## src/design/dltq_pkg.sv

```systemverilog
// dltq_pkg: shared types and constants of the delta-list timer queue
// used by the controller, the datapath, the top level and the checker
`timescale 1ns / 1ps

package dltq_pkg;

  // default number of timer slots
  localparam int DLTQ_DEPTH = 16;

  // width of the pending field of a result
  localparam int PEND_W = 5;

  // request opcodes; the fourth code leaves the list unchanged and gets one empty result
  typedef enum logic [1:0] {
    OP_SCHEDULE = 2'd0,
    OP_CANCEL   = 2'd1,
    OP_ADVANCE  = 2'd2
  } op_t;

  // result status codes
  localparam logic ST_OK   = 1'b0;
  localparam logic ST_FULL = 1'b1;

  // one timer as stored in the list
  typedef struct packed {
    logic [31:0] delta;
    logic [7:0]  owner;
    logic [7:0]  id;
  } entry_t;

  // controller states
  typedef enum logic [1:0] {
    S_IDLE,
    S_PRIME,
    S_WALK,
    S_FINISH
  } ctrl_state_t;

  // commands from controller to datapath
  typedef struct packed {
    logic load;
    logic walk;
    logic finish;
  } ctl_cmd_t;

  // status from datapath to controller
  typedef struct packed {
    logic item_pass;
    logic at_end;
    logic out_free;
  } dp_stat_t;

endpackage

```

## src/design/dltq_if.sv

```systemverilog
// dltq_if: request and result channel interfaces of the timer queue
// valid/ready handshake with the payload fields; no dependencies
`timescale 1ns / 1ps

interface dltq_in_if;
  logic        valid;
  logic        ready;
  logic [1:0]  op;
  logic [31:0] delay;
  logic [7:0]  owner;
  logic [7:0]  timer_id;
  logic [15:0] ticks;

  modport source (output valid, op, delay, owner, timer_id, ticks, input ready);
  modport sink   (input valid, op, delay, owner, timer_id, ticks, output ready);
endinterface

interface dltq_out_if;
  logic        valid;
  logic        ready;
  logic        fired;
  logic [7:0]  fired_owner;
  logic [7:0]  fired_id;
  logic [15:0] late_by;
  logic        status;
  logic [4:0]  pending;
  logic        last;

  modport source (output valid, fired, fired_owner, fired_id, late_by, status, pending,
                  last, input ready);
  modport sink   (input valid, fired, fired_owner, fired_id, late_by, status, pending,
                  last, output ready);
endinterface

```

## src/design/delta_list_timer_queue_core.sv

```systemverilog
// Delta-list timer queue: up to DEPTH timers kept in deadline order as deltas.
// Channels: in_ch carries requests (op 0 schedule, 1 cancel, 2 advance) with
// delay, owner, timer_id and ticks; out_ch returns results with fired,
// fired_owner, fired_id, late_by, status, pending and last.
// Each schedule into a non-full queue, cancel or advance walks the stored
// list once, copying it entry by entry from one RAM bank into the other,
// one entry per cycle unless an advance is held for the output; the RAM
// read port sets the pace. A full-queue schedule and an unknown op skip
// the walk. Schedule and cancel give one result, an advance gives one
// result per expired timer, or one empty result, with last set on the
// final one. A new request is taken only after the previous request has
// put its final result into the output register; that register is free
// again when out_ch.ready takes it, so a stalled receiver holds the walk
// of an advance at the next expired timer.
// Reset (rst, synchronous) empties the queue; no clearing pass is needed.
// Depends on dltq_pkg, dltq_if, dltq_ctrl and dltq_dp.
`timescale 1ns / 1ps

module delta_list_timer_queue_core import dltq_pkg::*; #(
  parameter int DEPTH = DLTQ_DEPTH
) (
  input  logic       clk,
  input  logic       rst,
  dltq_in_if.sink    in_ch,
  dltq_out_if.source out_ch
);

  ctl_cmd_t cmd;
  dp_stat_t stat;

  // sequencer
  dltq_ctrl u_ctrl (
    .clk      (clk),
    .rst      (rst),
    .in_valid (in_ch.valid),
    .in_ready (in_ch.ready),
    .stat     (stat),
    .cmd      (cmd)
  );

  // list storage and arithmetic
  dltq_dp #(.DEPTH(DEPTH)) u_dp (
    .clk         (clk),
    .rst         (rst),
    .in_op       (in_ch.op),
    .in_delay    (in_ch.delay),
    .in_owner    (in_ch.owner),
    .in_timer_id (in_ch.timer_id),
    .in_ticks    (in_ch.ticks),
    .cmd         (cmd),
    .stat        (stat),
    .out_ch      (out_ch)
  );

endmodule

```

## src/design/dltq_ram.sv

```systemverilog
// dltq_ram: generic single-write, single-read RAM with registered read data
// no dependencies
`timescale 1ns / 1ps

module dltq_ram #(
  parameter int WIDTH = 48,
  parameter int DEPTH = 16
) (
  input  logic                     clk,
  input  logic                     we,
  input  logic [$clog2(DEPTH)-1:0] waddr,
  input  logic [WIDTH-1:0]         wdata,
  input  logic [$clog2(DEPTH)-1:0] raddr,
  output logic [WIDTH-1:0]         rdata
);

  logic [WIDTH-1:0] mem [DEPTH];

  // write port and registered read port
  always_ff @(posedge clk) begin
    if (we) begin
      mem[waddr] <= wdata;
    end
    rdata <= mem[raddr];
  end

endmodule

```

## src/design/dltq_ctrl.sv

```systemverilog
// dltq_ctrl: sequencer of the timer queue, one request at a time
// depends on dltq_pkg for the state, command and status types
`timescale 1ns / 1ps

module dltq_ctrl import dltq_pkg::*; (
  input  logic     clk,
  input  logic     rst,
  input  logic     in_valid,
  output logic     in_ready,
  input  dp_stat_t stat,
  output ctl_cmd_t cmd
);

  ctrl_state_t state, state_next;

  // state register
  always_ff @(posedge clk) begin
    if (rst) begin
      state <= S_IDLE;
    end else begin
      state <= state_next;
    end
  end

  // next state and commands
  always_comb begin
    state_next = state;
    in_ready   = 1'b0;
    cmd        = '0;
    case (state)
      S_IDLE: begin
        in_ready = 1'b1;
        if (in_valid) begin
          cmd.load   = 1'b1;
          state_next = stat.item_pass ? S_PRIME : S_FINISH;
        end
      end
      S_PRIME: begin
        // first list entry is being read
        state_next = S_WALK;
      end
      S_WALK: begin
        if (stat.at_end) begin
          state_next = S_FINISH;
        end else begin
          cmd.walk = 1'b1;
        end
      end
      S_FINISH: begin
        if (stat.out_free) begin
          cmd.finish = 1'b1;
          state_next = S_IDLE;
        end
      end
      default: begin
        state_next = S_IDLE;
      end
    endcase
  end

endmodule

```

## src/design/dltq_dp.sv

```systemverilog
// dltq_dp: list storage in two ping-pong RAM banks, walk arithmetic and result register
// depends on dltq_pkg, dltq_if and dltq_ram
`timescale 1ns / 1ps

module dltq_dp import dltq_pkg::*; #(
  parameter int DEPTH = DLTQ_DEPTH
) (
  input  logic              clk,
  input  logic              rst,
  input  logic [1:0]        in_op,
  input  logic [31:0]       in_delay,
  input  logic [7:0]        in_owner,
  input  logic [7:0]        in_timer_id,
  input  logic [15:0]       in_ticks,
  input  ctl_cmd_t          cmd,
  output dp_stat_t          stat,
  dltq_out_if.source        out_ch
);

  localparam int CW = $clog2(DEPTH + 1);
  localparam int AW = $clog2(DEPTH);
  localparam int EW = $bits(entry_t);

  // list bookkeeping
  logic [CW-1:0] count;
  logic [CW-1:0] idx;
  logic [CW-1:0] w;
  logic          bank;

  // latched request
  logic [1:0]    op_q;
  logic          full_q;
  logic          pass_q;
  logic [7:0]    own_q;
  logic [7:0]    id_q;

  // walk state
  logic          flag;
  logic [31:0]   rem;
  logic [31:0]   acc;
  logic [15:0]   t;

  // fired timer waiting for its last mark
  logic          hold_valid;
  logic [7:0]    hold_owner;
  logic [7:0]    hold_id;
  logic [15:0]   hold_late;
  logic [CW-1:0] hold_pending;

  // result register
  logic          out_valid;
  logic          out_fired;
  logic [7:0]    out_owner;
  logic [7:0]    out_id;
  logic [15:0]   out_late;
  logic          out_status;
  logic [PEND_W-1:0] out_pending;
  logic          out_last;

  // RAM ports
  logic [EW-1:0] rd0, rd1;
  logic          wr;
  entry_t        wdata;
  logic [AW-1:0] raddr;
  logic [AW-1:0] waddr;
  entry_t        d;

  // walk decode
  logic          idx_adv;
  logic          ins_now;
  logic          fire_now;
  logic          is_match;
  logic          fire;
  logic          out_free;
  logic          append;
  logic [CW-1:0] cnt_fin;
  logic [CW-1:0] idx_inc;

  assign d        = entry_t'(bank ? rd1 : rd0);
  assign is_match = (d.owner == own_q) && (d.id == id_q);
  assign fire     = d.delta <= {16'd0, t};
  assign out_free = !out_valid || out_ch.ready;
  assign idx_inc  = idx + 1'b1;
  assign append   = pass_q && (op_q == OP_SCHEDULE) && !flag;
  assign cnt_fin  = pass_q ? (append ? w + 1'b1 : w) : count;

  // status to the controller
  assign stat.item_pass = ((in_op == OP_SCHEDULE) && (count != CW'(DEPTH)))
                        || (in_op == OP_CANCEL) || (in_op == OP_ADVANCE);
  assign stat.at_end    = idx == count;
  assign stat.out_free  = out_free;

  // per-entry decisions of the list walk
  always_comb begin
    wr       = 1'b0;
    wdata    = d;
    idx_adv  = 1'b0;
    ins_now  = 1'b0;
    fire_now = 1'b0;
    if (cmd.walk) begin
      case (op_q)
        OP_SCHEDULE: begin
          wr = 1'b1;
          if (!flag && (rem < d.delta)) begin
            // new timer goes in front of this entry, entry is re-read
            wdata   = '{delta: rem, owner: own_q, id: id_q};
            ins_now = 1'b1;
          end else begin
            idx_adv = 1'b1;
            if (flag) begin
              wdata.delta = d.delta - acc;
            end
          end
        end
        OP_CANCEL: begin
          idx_adv = 1'b1;
          if (!is_match) begin
            wr          = 1'b1;
            wdata.delta = d.delta + acc;
          end
        end
        OP_ADVANCE: begin
          if (!flag && fire) begin
            // a fired timer may move only when the held one can leave
            if (!hold_valid || out_free) begin
              fire_now = 1'b1;
              idx_adv  = 1'b1;
            end
          end else begin
            wr      = 1'b1;
            idx_adv = 1'b1;
            if (!flag) begin
              wdata.delta = d.delta - {16'd0, t};
            end
          end
        end
        default: begin
        end
      endcase
    end else if (cmd.finish && append) begin
      // timer belongs behind every entry
      wr    = 1'b1;
      wdata = '{delta: rem, owner: own_q, id: id_q};
    end
  end

  assign raddr = idx_adv ? idx_inc[AW-1:0] : idx[AW-1:0];
  assign waddr = w[AW-1:0];

  // ping-pong banks: read the current one, write the other
  dltq_ram #(.WIDTH(EW), .DEPTH(DEPTH)) u_bank0 (
    .clk   (clk),
    .we    (wr && bank),
    .waddr (waddr),
    .wdata (EW'(wdata)),
    .raddr (raddr),
    .rdata (rd0)
  );

  dltq_ram #(.WIDTH(EW), .DEPTH(DEPTH)) u_bank1 (
    .clk   (clk),
    .we    (wr && !bank),
    .waddr (waddr),
    .wdata (EW'(wdata)),
    .raddr (raddr),
    .rdata (rd1)
  );

  // control registers
  always_ff @(posedge clk) begin
    if (rst) begin
      count      <= '0;
      bank       <= 1'b0;
      out_valid  <= 1'b0;
      hold_valid <= 1'b0;
    end else begin
      // result register fills on a released fired timer or at the finish
      if (cmd.finish || (fire_now && hold_valid)) begin
        out_valid <= 1'b1;
      end else if (out_valid && out_ch.ready) begin
        out_valid <= 1'b0;
      end
      if (cmd.load) begin
        hold_valid <= 1'b0;
      end
      if (fire_now) begin
        hold_valid <= 1'b1;
      end
      if (cmd.finish) begin
        hold_valid <= 1'b0;
        count      <= cnt_fin;
        bank       <= bank ^ pass_q;
      end
    end
  end

  // request latch and walk registers
  always_ff @(posedge clk) begin
    if (cmd.load) begin
      op_q   <= in_op;
      full_q <= (in_op == OP_SCHEDULE) && (count == CW'(DEPTH));
      pass_q <= stat.item_pass;
      own_q  <= in_owner;
      id_q   <= in_timer_id;
      rem    <= in_delay;
      t      <= in_ticks;
      acc    <= '0;
      flag   <= 1'b0;
      idx    <= '0;
      w      <= '0;
    end else if (cmd.walk) begin
      if (wr) begin
        w <= w + 1'b1;
      end
      if (idx_adv) begin
        idx <= idx_inc;
      end
      case (op_q)
        OP_SCHEDULE: begin
          if (ins_now) begin
            flag <= 1'b1;
            acc  <= rem;
          end else if (flag) begin
            acc <= '0;
          end else begin
            rem <= rem - d.delta;
          end
        end
        OP_CANCEL: begin
          acc <= is_match ? acc + d.delta : '0;
        end
        OP_ADVANCE: begin
          if (fire_now) begin
            t <= t - d.delta[15:0];
          end else if (!flag && !fire) begin
            flag <= 1'b1;
          end
        end
        default: begin
        end
      endcase
    end
  end

  // held fired timer
  always_ff @(posedge clk) begin
    if (fire_now) begin
      hold_owner   <= d.owner;
      hold_id      <= d.id;
      hold_late    <= t - d.delta[15:0];
      hold_pending <= count - idx_inc;
    end
  end

  // result payload
  always_ff @(posedge clk) begin
    if (fire_now && hold_valid) begin
      out_fired   <= 1'b1;
      out_owner   <= hold_owner;
      out_id      <= hold_id;
      out_late    <= hold_late;
      out_status  <= ST_OK;
      out_pending <= PEND_W'(hold_pending);
      out_last    <= 1'b0;
    end else if (cmd.finish) begin
      out_last <= 1'b1;
      if (hold_valid) begin
        out_fired   <= 1'b1;
        out_owner   <= hold_owner;
        out_id      <= hold_id;
        out_late    <= hold_late;
        out_status  <= ST_OK;
        out_pending <= PEND_W'(hold_pending);
      end else begin
        out_fired   <= 1'b0;
        out_owner   <= '0;
        out_id      <= '0;
        out_late    <= '0;
        out_status  <= full_q ? ST_FULL : ST_OK;
        out_pending <= PEND_W'(cnt_fin);
      end
    end
  end

  assign out_ch.valid       = out_valid;
  assign out_ch.fired       = out_fired;
  assign out_ch.fired_owner = out_owner;
  assign out_ch.fired_id    = out_id;
  assign out_ch.late_by     = out_late;
  assign out_ch.status      = out_status;
  assign out_ch.pending     = out_pending;
  assign out_ch.last        = out_last;

endmodule

```

## src/flat_wrapper.sv

```systemverilog
// flat-port wrapper written by rule: the top's interface ports become plain ports
module delta_list_timer_queue_core_flat import dltq_pkg::*;
#(
  parameter int DEPTH = DLTQ_DEPTH
)
  (clk, rst, in_ch_valid, in_ch_op, in_ch_delay, in_ch_owner, in_ch_timer_id, in_ch_ticks, in_ch_ready, out_ch_valid, out_ch_fired, out_ch_fired_owner, out_ch_fired_id, out_ch_late_by, out_ch_status, out_ch_pending, out_ch_last, out_ch_ready);
  dltq_in_if in_ch_i ();
  dltq_out_if out_ch_i ();
  input  logic clk;
  input  logic rst;
  input wire logic [$bits(in_ch_i.valid)-1:0] in_ch_valid;
  input wire logic [$bits(in_ch_i.op)-1:0] in_ch_op;
  input wire logic [$bits(in_ch_i.delay)-1:0] in_ch_delay;
  input wire logic [$bits(in_ch_i.owner)-1:0] in_ch_owner;
  input wire logic [$bits(in_ch_i.timer_id)-1:0] in_ch_timer_id;
  input wire logic [$bits(in_ch_i.ticks)-1:0] in_ch_ticks;
  output wire logic [$bits(in_ch_i.ready)-1:0] in_ch_ready;
  output wire logic [$bits(out_ch_i.valid)-1:0] out_ch_valid;
  output wire logic [$bits(out_ch_i.fired)-1:0] out_ch_fired;
  output wire logic [$bits(out_ch_i.fired_owner)-1:0] out_ch_fired_owner;
  output wire logic [$bits(out_ch_i.fired_id)-1:0] out_ch_fired_id;
  output wire logic [$bits(out_ch_i.late_by)-1:0] out_ch_late_by;
  output wire logic [$bits(out_ch_i.status)-1:0] out_ch_status;
  output wire logic [$bits(out_ch_i.pending)-1:0] out_ch_pending;
  output wire logic [$bits(out_ch_i.last)-1:0] out_ch_last;
  input wire logic [$bits(out_ch_i.ready)-1:0] out_ch_ready;
  assign in_ch_i.valid = in_ch_valid;
  assign in_ch_i.op = in_ch_op;
  assign in_ch_i.delay = in_ch_delay;
  assign in_ch_i.owner = in_ch_owner;
  assign in_ch_i.timer_id = in_ch_timer_id;
  assign in_ch_i.ticks = in_ch_ticks;
  assign in_ch_ready = in_ch_i.ready;
  assign out_ch_valid = out_ch_i.valid;
  assign out_ch_fired = out_ch_i.fired;
  assign out_ch_fired_owner = out_ch_i.fired_owner;
  assign out_ch_fired_id = out_ch_i.fired_id;
  assign out_ch_late_by = out_ch_i.late_by;
  assign out_ch_status = out_ch_i.status;
  assign out_ch_pending = out_ch_i.pending;
  assign out_ch_last = out_ch_i.last;
  assign out_ch_i.ready = out_ch_ready;
  delta_list_timer_queue_core #(.DEPTH(DEPTH)) u_core (.clk(clk), .rst(rst), .in_ch(in_ch_i), .out_ch(out_ch_i));
endmodule
```

## config.mk

```make
export PLATFORM = sky130hd
export DESIGN_NAME = delta_list_timer_queue_core_flat
export DESIGN_NICKNAME = d
export VERILOG_FILES = /design/src/design/dltq_pkg.sv /design/src/design/dltq_if.sv /design/src/design/delta_list_timer_queue_core.sv /design/src/design/dltq_ram.sv /design/src/design/dltq_ctrl.sv /design/src/design/dltq_dp.sv /design/src/flat_wrapper.sv
export SDC_FILE = /design/constraint.sdc
export NUM_CORES = 2
export LEC_CHECK = 0
export BUFFER_PORTS_ARGS = -buffer_cell sky130_fd_sc_hd__buf_2
export CAP_MARGIN = 20
export CORE_MARGIN = 8
export CORE_UTILIZATION = 55
export DETAILED_ROUTE_END_ITERATION = 10
export PLACE_DENSITY_LB_ADDON = 0.05
export SYNTH_ARGS = -nofsm -noshare
export SYNTH_HDL_FRONTEND = slang
export SYNTH_SLANG_ARGS = --single-unit
```

## constraint.sdc

```tcl
create_clock -name clk -period 9.5 [get_ports clk]
set_input_delay 0.95 -clock clk [delete_from_list [all_inputs] [get_ports clk]]
set_output_delay 0.95 -clock clk [all_outputs]
set_load 0.01 [all_outputs]
```

==> impl_metrics.ini <==
[clock_tree]
clockBufferDepth = 3
cts_tree = done
clock_latency_ps = 830
numCtsBuffers = 194
cts_setup_buffers = 0
h-tree-depth = 4
clk_pin_slew_ps = 70
cts_root_buf = clkbuf_16
cts.sinks = 1830
cts_resized = 0
cts_hold_buffers = 0

[critical_path]
path_class = flop to flop
critPathMaxFanout = 41
timing.critical_path.max_delay_family = compound AO/OA/AOI/OAI gates
required_ps = 10210
critPathMostFrequentCell = a21o_1
max_stage_delay_ps = 890
start_kind = flop
endpoint_kind = flop
r2r_slack_ps = 2480
path_buf_inv = 2
cpMaxStageDelayCell = mux2i_4
arrival_ps = 7730
worstPathCellList = mux2i_1 -> inv_1 -> ha_1 -> a21o_1 -> a21oi_1 -> o21a_1 -> o311ai_2 -> a21o_1 -> o31a_1 -> o21a_4 -> nand2_1 -> mux2i_4 -> buf_12 -> o22ai_1 -> or2_2

[timing]
tns_ps = 0
finalSetupViolCount = 0
finalClockSkew_ps = 29.4
rsz0062_at_grt = no
tightest_slew_ps = 1230
maxSlewViolCount = 0
min_period_ps = 7020
maxSlewHeadroom = 0.182
post-route-period-util = 0.739
finalHoldViolations = 0
fmax_mhz = 142

[placement]
io_buffers = 111
place_area_sq_um = 96000
dp_hpwl_microns = 151000
routabilityCongestion = 0.944

[power_and_ir_drop]
leakage_nw = 31.6
ir_worst_vdd_uv = 187
p_per_area_nw_per_um2 = 252

[routing]
wl_per_cell_microns = 29.5
ant_nets = 0
first_pass_iters = 6
vias = 56800
viasPerCell = 6.56
drt_wl_total_microns = 256000
drtIter0Drc = 5865
drc = 0

[hold_path]
hp-class = input port to flop

[grt]
grt_overflow = 0
grt_antenna_before_repair = 4
grt_pass1_wl_microns = 372000
grt_pass1_vias = 55900
grtUsageTotal = 0.275
grt_max_degree = 139

[floorplanning]
die_area_sq_um = 182000
start_util = 0.554
die_w_microns = 426
std_cell_rows = 150
die_h_microns = 426
pin_count = 112
core_area_sq_um = 167000

[yosys]
seq_area_frac_synth = 0.577
async_reset_ff_frac = 0
netlist.area_leader.share = 0.544
netlist_area_sq_um = 92600
synthFlopType = edfxtp_1
synth_edf_count = 1678
syn-num-nets = 6460
synthCells = 6246
synth_warnings = 0
synth.area.top_cells = edfxtp_1 54%, mux2i_1 17%, mux4_2 9.3%, dfxtp_1 3.3%, ha_1 1.9%
synth_largest_area_cell = edfxtp_1
synth_cell_types = 87
ys_ff_latch = 1830
avgSynthCellArea_sq_um = 14.8

[layout]
syn2layout_area_growth_pct = 10.6
layout_common_cells = 1678 x edfxtp_1, 1558 x mux2i_1, 383 x mux4_2
design_area_sq_um = 102000
finalNetCount = 6493
layout_commonest_cell = edfxtp_1
drive_gt1_frac = 0.167

[run_status]
outcome = complete, no violations

[job]
cap_violations = 0
report_power, final:
group | internal, mW | switching [mW] | total (mW)
clock network | 4.40 | 3.20 | 7.60
logic | 3.03 | 4.84 | 7.86
registers | 10.0 | 0.360 | 10.4
total | 17.5 | 8.39 | 25.8
registers in the layout, summed over array words and instances (netlist names), 16 cells and up:
name / flops
u_core.u_dp.rem: 32
u_core.u_dp.out_ch.late_by: 16
u_core.u_dp.u_bank1.rdata: 48
u_core.u_dp.hold_late: 16
u_core.u_dp.u_bank0.mem: 768
u_core.u_dp.u_bank1.mem: 768
u_core.u_dp.t: 16
u_core.u_dp.u_bank0.rdata: 48
u_core.u_dp.acc: 32
path summary, 6_finish.rpt:
kind	from	endpoint	cells past startpoint
worst min-delay path	in_ch_timer_id[6]	u_core.u_dp.id_q[6]	1
worst min register to register	u_core.u_dp.out_ch.fired	u_core.u_dp.out_ch.fired	2
worst max register to register	u_core.u_dp.bank	u_core.u_dp.u_bank0.rdata[22]	15
worst max-delay path	u_core.u_dp.bank	u_core.u_dp.u_bank0.rdata[22]	15
layer usage:
metal  global-route usage  share of wire  vias to the layer above
met2                0.434           0.46                     2019
met5                    0              0                        -
li1                     -              -                    24800
met1                0.402           0.44                    29600
met4               0.0838          0.031                        0
met3               0.0347          0.065                      394
synthesized netlist by cell type, types with 7 or more instances:
cell,n
buf_4,26
xnor2_1,101
a31oi_1,13
mux2_2,40
clkbuf_1,315
ha_1,138
or2_1,67
o31ai_1,18
o21bai_1,13
nor3_1,32
nor2b_1,16
o21a_1,15
dfxtp_1,152
o41ai_1,7
mux4_2,383
inv_1,144
a221oi_1,24
nand4_1,17
a21o_1,40
or2_2,34
a211oi_1,39
nand2_1,172
or3_1,13
edfxtp_1,1678
a21oi_1,191
buf_2,56
nor4_1,20
nor2_1,211
buf_1,13
nand3_1,31
o21ai_0,147
and3_1,21
xor2_1,45
and2_1,45
mux2i_1,1559
o221ai_1,8
a22oi_1,30
o22ai_1,205
o211ai_1,26
a221o_1,8
nand2b_1,33
cell families after synthesis:
| group | share of synthesized area |
|---|---|
| multiplexers | 0.267 |
| buffers and inverters | 0.0251 |
| AO/OA/AOI/OAI | 0.0587 |
| adder cells (fa/ha/maj) | 0.0199 |
| XOR/XNOR | 0.0138 |
| flip-flops | 0.577 |
| AND/OR/NAND/NOR | 0.0387 |
cell type report:
| class | instances | area [sq um] |
|---|---|---|
| repair buffers | 254 | 1940 |
| well taps | 2204 | 2760 |
| clock buffers | 277 | 5360 |
| fillers | 12500 | 64800 |
| diodes | 1 | 2.50 |
| multi-input cells | 3854 | 37400 |
| flip-flops and latches | 1830 | 53400 |
| clock inverters | 89 | 1020 |
| inverters | 145 | 554 |
metrics by stage:
step	hold WS (ps)	setup WS, ps	cells	power (mW)	utilization
after floorplan	467	918	6246	15.9	-
final	292	2480	8654	25.8	0.613
after global routing	247	2140	8653	26.8	0.613
after global placement	428	2830	8284	18.2	0.574
after CTS	232	2510	8650	25.8	0.612
after detailed placement	435	2520	8284	18.3	0.574
worst register-to-register path: stages, from the launching register on:
cell      delay, ps
dfxtp_4         570
mux2i_1         760
inv_1           280
ha_1            510
a21o_1          160
a21oi_1         120
o21a_1          270
o311ai_2        720
a21o_1          380
o31a_1          270
o21a_4          650
nand2_1         390
mux2i_4         890
buf_12          410
o22ai_1         220
or2_2           310
Power figures use the tool's default switching activity.
